--- config.mk ---
export PLATFORM = sky130hd
export DESIGN_NAME = arfd_alu
export DESIGN_NICKNAME = d
export VERILOG_FILES = /design/src/hw/rtl/arfd_pkg.sv /design/src/hw/rtl/arfd_alu.sv
export SDC_FILE = /design/constraint.sdc
export NUM_CORES = 1
export LEC_CHECK = 0
export BUFFER_PORTS_ARGS = -buffer_cell sky130_fd_sc_hd__buf_2
export CORE_MARGIN = 3
export CORE_UTILIZATION = 51
export DETAILED_ROUTE_END_ITERATION = 8
export GPL_TIMING_DRIVEN = 0
export MAX_ROUTING_LAYER = met4
export PLACE_DENSITY = 0.86
export SETUP_SLACK_MARGIN = 0.15
export SYNTH_ARGS = -nofsm -noshare
export SYNTH_HDL_FRONTEND = slang
export SYNTH_SLANG_ARGS = --single-unit
export TNS_END_PERCENT = 10
--- constraint.sdc ---
create_clock -name vclk -period 1.9
set_input_delay 0.19 -clock vclk [all_inputs]
set_output_delay 0.19 -clock vclk [all_outputs]
set_load 0.005 [all_outputs]
--- src/hw/rtl/arfd_pkg.sv ---
// Shared codes, widths and constants for the ring fault diagnosis block.
package arfd_pkg;

  // Field widths fixed by the item format
  localparam int NODE_W = 4;
  localparam int MODE_W = 2;
  localparam int CFG_W  = 5;

  // Node indexes carry four bits, so no ring holds more than sixteen nodes
  localparam int RING_CAP = 16;

  // Ring size after reset
  localparam logic [CFG_W-1:0] NUM_NODES_RESET = 5'd8;
  localparam logic [CFG_W-1:0] RING_MIN        = 5'd2;

  // Item modes
  localparam logic [MODE_W-1:0] MODE_TEST   = 2'd0;
  localparam logic [MODE_W-1:0] MODE_FAULT  = 2'd1;
  localparam logic [MODE_W-1:0] MODE_REPAIR = 2'd2;
  localparam logic [MODE_W-1:0] MODE_READ   = 2'd3;

  // Operations of the shared counter unit
  localparam int OP_W = 2;
  localparam logic [OP_W-1:0] OP_SELF  = 2'd0;
  localparam logic [OP_W-1:0] OP_PROBE = 2'd1;
  localparam logic [OP_W-1:0] OP_MAX   = 2'd2;

endpackage

--- src/hw/rtl/arfd_alu.sv ---
// Shared counter unit: self-entry init, probe parity step and merge maximum.
module arfd_alu
  import arfd_pkg::*;
#(
  parameter int CW = 16
) (
  input  logic [OP_W-1:0]       op,
  input  logic signed [CW-1:0]  cur,
  input  logic signed [CW-1:0]  src,
  input  logic                  status,
  input  logic                  skip,
  output logic signed [CW-1:0]  res,
  output logic                  wr
);

  localparam logic signed [CW-1:0] MINUS_ONE = '1;
  localparam logic signed [CW-1:0] CMAX      = {1'b0, {(CW-1){1'b1}}};
  localparam logic signed [CW-1:0] ONE       = {{(CW-1){1'b0}}, 1'b1};

  // Pick the new entry value and whether it goes back to the table
  always_comb begin
    res = cur;
    wr  = 1'b0;
    case (op)
      OP_SELF: begin
        res = '0;
        wr  = (cur == MINUS_ONE);
      end
      OP_PROBE: begin
        wr = 1'b1;
        if (cur == MINUS_ONE) begin
          res = {{(CW-1){1'b0}}, status};
        end else if (cur[0] != status) begin
          // largest count is odd; wrap to zero keeps the parity flip
          res = (cur == CMAX) ? '0 : cur + ONE;
        end
      end
      OP_MAX: begin
        res = src;
        wr  = !skip && (src > cur);
      end
      default: begin
        res = cur;
        wr  = 1'b0;
      end
    endcase
  end

endmodule

==> impl_results.md <==
* Final hold violations at 0
* Vias in the first global route at 1,464
* Slew Limit Fails at 0
* CORE AREA at 2080 um^2
* Clk_buf instances at 0
* Post-synth top area share at 17.7%
* Number of diodes at 0
* Pint at 0.000187 W
* Final Core Density at 86.8%
* Synthesized Nets at 230
* WL final at 5150 um
* Grt ovf at 0
* Startpoint Class: primary input
* Synth Area per Inst at 6.78 um^2
* Post-synthesis cell type count at 43
* Crit path kind: in2out
* Pwr dens at 223 nW/um^2
* Seq cells at 0
* Minimum clock period at 2.14 ns
* Row count at 16
* Final setup viols at 5
* Failing checks: negative setup slack
* DRT Pass-1 Iters at 5
* Initial Utilization at 57.6%
* CP arrival at 1.95 ns
* Tcrit/Tclk final at 112%
* Sequential group share of total power at 0%
* GP Congestion at 0.933
* Initial antenna violation count at 0
* Post-CTS Hold Fix Bufs at 0
* Worst VDD drop at 0.000150 V
* Via-to-Cell Ratio at 6.81
* Leak pwr at 0.770 nW
* All-Layer GR Usage at 30.2%
* Die Y at 54.5 um
* Post-route cell area at 1810 um^2
* Synth area leaders: ha_1, mux2_2, nand2_1, a21oi_1, inv_1
* Critical path fanouts, max at 5
* Initial DRC Count at 91
* Placed inst area at 1500 um^2
* Storage element area at 0 um^2
* Combinational power share at 100.0%
* Dpl ws at -0.316 ns
* Syn-to-layout area delta at 50.6%
* Worst setup EP type: output port
* Setup WS post-layout at -0.236 ns
* Req. time, crit path at 1.71 ns
* DIE WIDTH at 54.5 um
* DRT antenna net count at 0
* Number of fill cells at 117
* Cells after synthesis at 177
* Area of the multi-input gates at 1300 um^2
* Maxcap violations at 0
* Slew @ Worst Pin at 0.676 ns
* Global-route wire length before repair at 6480 um
* Status: finished with violations
* Max_slew headroom at 55.0%
* RSZ-0062 raised after global routing: true
* Drt drc at 0
* Clk network pwr share at 0%
* Worst hold path type: in2out
* DR WL/cell at 19.6 um
* IO Count at 53
* Final hold slack at 0.724 ns
* Via count at 1,792
* Seq/Total Area, Yosys at 0%
* Number of synthesis warnings at 0
* Sw frac at 53.4%
* Fmax at 468 MHz
* Largest area contributor in the synthesized netlist: ha_1
* Post-DP HPWL at 3210 um
* Port Buffer Count at 52
* Share of cells above drive strength 1 at 47.5%
* Nets at 291
* Total net switching power at 0.000215 W
* Syn Std Cell Area at 1200 um^2
* Die ar. at 2970 um^2
* Pin count of the biggest net entering global routing at 11
[final cells by class]
cell class,instances,area share (%)
Inverter,18,4.02
Buffer,7,3.32
Tap cell,27,1.87
Multi-Input combinational cell,152,72.1
Timing Repair Buffer,59,18.7
[cell usage in the layout (no fill, tap or decap), types with 2 or more instances in the layout]
| cell type | count |
|---|---|
| nor4_1 | 2 |
| buf_2 | 43 |
| a21o_1 | 2 |
| buf_6 | 3 |
| nor2_1 | 8 |
| ha_1 | 3 |
| nor2b_1 | 2 |
| a32o_1 | 2 |
| inv_4 | 2 |
| o211ai_1 | 5 |
| buf_4 | 16 |
| clkbuf_1 | 2 |
| nor3_1 | 7 |
| inv_1 | 9 |
| ha_4 | 14 |
| mux2i_1 | 4 |
| inv_2 | 7 |
| a21oi_1 | 13 |
| or2_2 | 2 |
| o21ai_0 | 12 |
| o21a_1 | 2 |
| or4_1 | 4 |
| nand4_1 | 9 |
| nand2_1 | 25 |
| mux2_2 | 12 |
[worst paths after layout]
| check | startpoint | endpoint | cells past startpoint |
|---|---|---|---|
| min | src[14] | res[14] | 4 |
| max | cur[1] | wr | 9 |
[Yosys cell counts (2+ instances only)]
cell      count
a21oi_1      14
nor4_1        3
clkbuf_1      2
a32o_1        2
or2_2         2
nand2_1      25
or3_1         2
nand4_1       9
ha_1         17
nor2b_1       2
nor3_1        7
o211ai_1      5
o21ai_0      13
or4_1         4
nor2_1        8
mux2_2       12
o21a_1        2
a21o_1        2
inv_1        18
buf_6         2
mux2i_1       4
[cell families after synthesis]
family,count (synthesis),share of synthesized area (%)
mux,17,15.5
buf+inv,25,10.1
xor+xnor,1,1.36
simple gates,68,29.4
fa+ha+maj,17,17.7
compound gates,49,25.9
[power groups by stage]
stage	logic, W	registers (W)	clock network [W]
2_1_floorplan	0.000176	0	0
3_3_place_gp	0.000293	0	0
3_5_place_dp	0.000307	0	0
4_1_cts	0.000345	0	0
5_1_grt	0.000433	0	0
6_report	0.000402	0	0
[stage by stage]
step           instances  power, W  TNS [ns]
2_1_floorplan        177  0.000176         0
3_3_place_gp         256  0.000293     -1.18
3_5_place_dp         256  0.000307     -1.37
4_1_cts              258  0.000345    -0.640
5_1_grt              263  0.000433     -1.05
6_report             263  0.000402    -0.718
[layer usage]
| layer | global-route usage [%] | share of wire [%] | vias to the layer above |
|---|---|---|---|
| li1 | - | - | 788 |
| met1 | 33.4 | 37 | 819 |
| met2 | 59.8 | 49 | 143 |
| met3 | 0.817 | 8.4 | 42 |
| met4 | 4.98 | 5.8 | 0 |
| met5 | - | 0 | - |
[timing repair]
action	4_1_cts	5_1_grt
setup endpoints to repair	16	16
pin swaps	7	11
setup buffers	2	5
resized for setup	24	27
[worst max-delay path, cell delays in order]
cell	delay [ns]
buf_2	0.14
inv_1	0.08
ha_4	0.22
nor2b_1	0.14
o211ai_1	0.28
a2111oi_2	0.14
or4_1	0.52
o211ai_1	0.11
buf_2	0.14
No activity file was read; power rests on OpenSTA's default activity.
