<file path="src/hw/rtl/arfd_pkg.sv">
// Shared codes, widths and constants for the ring fault diagnosis block.
package arfd_pkg;

  // Field widths fixed by the item format
  localparam int NODE_W = 4;
  localparam int MODE_W = 2;
  localparam int CFG_W  = 5;

  // Node indexes carry four bits, so no ring holds more than sixteen nodes
  localparam int RING_CAP = 16;

  // Ring size after reset
  localparam logic [CFG_W-1:0] NUM_NODES_RESET = 5'd8;
  localparam logic [CFG_W-1:0] RING_MIN        = 5'd2;

  // Item modes
  localparam logic [MODE_W-1:0] MODE_TEST   = 2'd0;
  localparam logic [MODE_W-1:0] MODE_FAULT  = 2'd1;
  localparam logic [MODE_W-1:0] MODE_REPAIR = 2'd2;
  localparam logic [MODE_W-1:0] MODE_READ   = 2'd3;

  // Operations of the shared counter unit
  localparam int OP_W = 2;
  localparam logic [OP_W-1:0] OP_SELF  = 2'd0;
  localparam logic [OP_W-1:0] OP_PROBE = 2'd1;
  localparam logic [OP_W-1:0] OP_MAX   = 2'd2;

endpackage

</file>
<file path="src/hw/rtl/arfd_table.sv">
// Diagnosis table: counter memory with per-entry valid bits and registered read.
module arfd_table
  import arfd_pkg::*;
#(
  parameter int AW = 8,
  parameter int CW = 16
) (
  input  logic                 clk,
  input  logic                 rst,
  input  logic                 we,
  input  logic [AW-1:0]        waddr,
  input  logic signed [CW-1:0] wdata,
  input  logic [AW-1:0]        raddr,
  output logic signed [CW-1:0] rdata
);

  localparam int DEPTH = 1 << AW;

  logic signed [CW-1:0] mem [DEPTH];
  logic [DEPTH-1:0]     valid;
  logic signed [CW-1:0] rdata_q;
  logic                 rvalid_q;

  // Write and read the counter storage
  always_ff @(posedge clk) begin
    if (we) begin
      mem[waddr] <= wdata;
    end
    rdata_q <= mem[raddr];
  end

  // Track written entries; unwritten ones read as unknown
  always_ff @(posedge clk) begin
    if (rst) begin
      valid    <= '0;
      rvalid_q <= 1'b0;
    end else begin
      if (we) begin
        valid[waddr] <= 1'b1;
      end
      rvalid_q <= valid[raddr];
    end
  end

  assign rdata = rvalid_q ? rdata_q : '1;

endmodule

</file>
<file path="config.mk">
export PLATFORM = sky130hd
export DESIGN_NAME = arfd_table
export DESIGN_NICKNAME = d
export VERILOG_FILES = /design/src/hw/rtl/arfd_pkg.sv /design/src/hw/rtl/arfd_table.sv
export SDC_FILE = /design/constraint.sdc
export NUM_CORES = 2
export LEC_CHECK = 0
export ABC_CLOCK_PERIOD_IN_PS = 5000
export BUFFER_PORTS_ARGS = -buffer_cell sky130_fd_sc_hd__buf_4
export CAP_MARGIN = 15
export CORE_MARGIN = 10
export CORE_UTILIZATION = 60
export CTS_CLUSTER_SIZE = 16
export DETAILED_ROUTE_END_ITERATION = 8
export PLACE_DENSITY = 0.76
export SLEW_MARGIN = 20
export SYNTH_ARGS = -nofsm -noshare
export SYNTH_HDL_FRONTEND = slang
export SYNTH_SLANG_ARGS = --single-unit
</file>
<file path="constraint.sdc">
create_clock -name clk -period 5 [get_ports clk]
set_clock_uncertainty 0.15 [all_clocks]
set_input_delay 0 -clock clk [delete_from_list [all_inputs] [get_ports clk]]
set_output_delay 0 -clock clk [all_outputs]
set_load 0.05 [all_outputs]
</file>
==> results_dict.tcl <==
set metrics [dict create \
    rsz0062_at_grt "no" \
    ys_types 52 \
    fmax_mhz 239 \
    initial_core_util_pct 60.3 \
    drt_iter0_markers 13800 \
    syn_nets 7637 \
    critPathCaptureType "flip-flop" \
    syn_to_final_growth_pct 12.9 \
    synthCells 7602 \
    wl_per_cell_microns 37.9 \
    setup-tns-final_ns 0 \
    mostFrequentLayoutCells "4096 x edfxtp_1, 1171 x mux4_2, 651 x nor2_1, 424 x clkbuf_16, 398 x buf_4" \
    htreeDepth 5 \
    status "finished, violations left" \
    core-area_sq_um 276000 \
    cts_num_sinks 4369 \
    place.gp.congestion 0.970 \
    avgSynthCellArea_sq_um 21.9 \
    layout-drive-gt1-share_pct 28.4 \
    ys_seq_area_share_pct 77.0 \
    clockRootBuffer "clkbuf_16" \
    fin_util_pct 68.1 \
    peakVddDrop_uv 449 \
    ios 51 \
    grt_usage_pct 30.6 \
    overflow 0 \
    finalMaxSlewViolations 1 \
    drt_wl_total_mm 462 \
    setup.worst_path.start_class "input pin" \
    p_leak_nw 59.7 \
    crit_type "in2reg" \
    fin_crit_sh_pct 83.7 \
    hold_violations 0 \
    fin_total_pwr_mw 75.3 \
    worstMarginPinSlew_ns 1.49 \
    async_flop_share_pct 0 \
    nets 8150 \
    cts_buffers 419 \
    period_minus_slack_ns 4.18 \
    port_buffers 50 \
    worstSkewPairLatency_ns 1.03 \
    route.detailed.drc 0 \
    postRouteAntennaNets 0 \
    via_per_inst 6.98 \
    num_vias 85200 \
    slew_headroom_pct -1.67 \
    ys_ff_latch 4369 \
    synth-edff-count 4096 \
    synth_top_flop_cell "edfxtp_1" \
    cp_data_arrival_time_ns 4.87 \
    row_count 193 \
    syn-cell-area_sq_um 167000 \
    dr.pass1.iters 7 \
    cts_buffer_depth 4 \
    hold_path.class "in2reg" \
    cp.required_ns 5.69 \
    die_w_microns 547 \
    cp_max_fo 50 \
    grt_start_max_net_pins 205 \
    grt_pass1_vias 85200 \
    post_cts_buffers 0 \
    violations "max-capacitance violations, max-slew violations" \
    dieArea_sq_um 299000 \
    antenna_found_initial 36 \
    clkTransAtPathRegs_ns 0.06 \
    power_density_nw_per_um2 400 \
    maxCapViolations 1 \
    place_hpwl_mm 265 \
    yosysWarnings 0 \
    die_h_microns 547 \
    grt_pass1_wl_mm 654 \
    cts_tree "yes" \
    final_common_cell "edfxtp_1" \
    setup_viol 0 \
]
## synth_stat cells, types with 3 or more instances
library cell | instances | area [sq um]
a2111oi_0 | 18 | 158
mux2_2 | 6 | 67.6
o21ai_0 | 11 | 55.1
a32oi_1 | 15 | 131
o22ai_1 | 54 | 338
nor4_1 | 7 | 43.8
or2_2 | 3 | 18.8
o21ba_2 | 29 | 290
buf_2 | 109 | 546
a211oi_1 | 4 | 30.0
nor3b_1 | 3 | 22.5
or4_1 | 16 | 120
nor3_1 | 11 | 55.1
o211ai_1 | 3 | 22.5
and3_1 | 4 | 25.0
nand4_1 | 40 | 250
nand3b_1 | 4 | 30.0
nor2_1 | 765 | 2870
a22oi_1 | 120 | 901
buf_1 | 61 | 229
edfxtp_1 | 4096 | 123000
and2_1 | 4 | 25.0
nand2_1 | 56 | 210
buf_6 | 15 | 169
nand2b_1 | 22 | 138
or3_1 | 3 | 18.8
mux2i_1 | 329 | 3290
clkbuf_1 | 181 | 679
nand3_1 | 35 | 175
o221ai_1 | 14 | 123
buf_4 | 62 | 465
mux4_2 | 1171 | 26400
a22o_1 | 3 | 26.3
a21oi_1 | 13 | 65.1
dfxtp_1 | 273 | 5470
nor2b_1 | 18 | 113
a221oi_1 | 3 | 26.3
## worst paths after layout
path	start	to	slack (ns)	cells after the start
max	raddr[3]	rvalid_q	0.82	11
max reg2reg	mem[35][3]	rdata_q[3]	1.16	6
min	wdata[8]	mem[10][8]	0.009	2
min reg2reg	valid[78]	valid[78]	0.31	2
## where the power goes
group / internal [mW] / total, mW / switching [mW]
registers: 40.1 / 40.1 / 0.0708
logic: 1.29 / 3.65 / 2.37
clock network: 17.7 / 31.5 / 13.8
total: 59.1 / 75.3 / 16.2
## metrics by stage
stage	hold WS [ns]	instances	worst slack [ns]	cell area [sq um]
3_5_place_dp	0.307	11300	0.740	174000
3_3_place_gp	0.293	11300	0.506	174000
6_report	0.00871	12200	0.816	188000
5_1_grt	0.0734	12200	0.981	188000
2_1_floorplan	-0.0511	7602	2.47	167000
4_1_cts	0.0209	12200	0.621	188000
## cell type report
class                           instances  area (sq um)
Antenna cell                           16          40.0
Clock inverter                        247          2400
Inverter                                4          22.5
Fill cell                           16100         88200
Multi-Input combinational cell       2801         36700
Tap cell                             3705          4640
Sequential cell                      4369        128000
Timing Repair Buffer                  520          4800
Clock buffer                          532         11200
## state kept, by name, indices dropped and copies added (netlist names)
name      cells
mem        4096
rvalid_q      1
rdata_q      16
valid       256
## repair_timing
| item | CTS | global route |
|---|---|---|
| endpoints found under the hold margin | 4876 | 21 |
| hold buffers | 54 | 1 |
| gates resized for setup | 0 | 0 |
## critical path, stage by stage
cell and delay (ns):
dlygate4sd3_1 0.58, buf_8 0.49, buf_4 0.69, nor3b_1 0.74
o211ai_1 0.18, a221oi_1 0.42, a311oi_1 0.14, nand4_1 0.16
dlygate4sd3_1 0.57, o22ai_1 0.07, dlygate4sd3_1 0.59
## layer usage
layer	up-vias	global-route usage [%]	share of wire, %
met1	44200	40.7	33
li1	32700	-	-
met5	-	0	0.077
met4	28	16.5	7.0
met3	1389	8.57	13
met2	6782	46.6	46
## cells by family after synthesis
family                 after synthesis  synth area share [%]
and+or+nand+nor                    998                  2.51
buffers and inverters              432                  1.26
DFF                               4369                  77.0
muxes                             1506                  17.8
AOI/OAI and AO/OA                  297                  1.35
No activity file was read; power rests on OpenSTA's default activity.
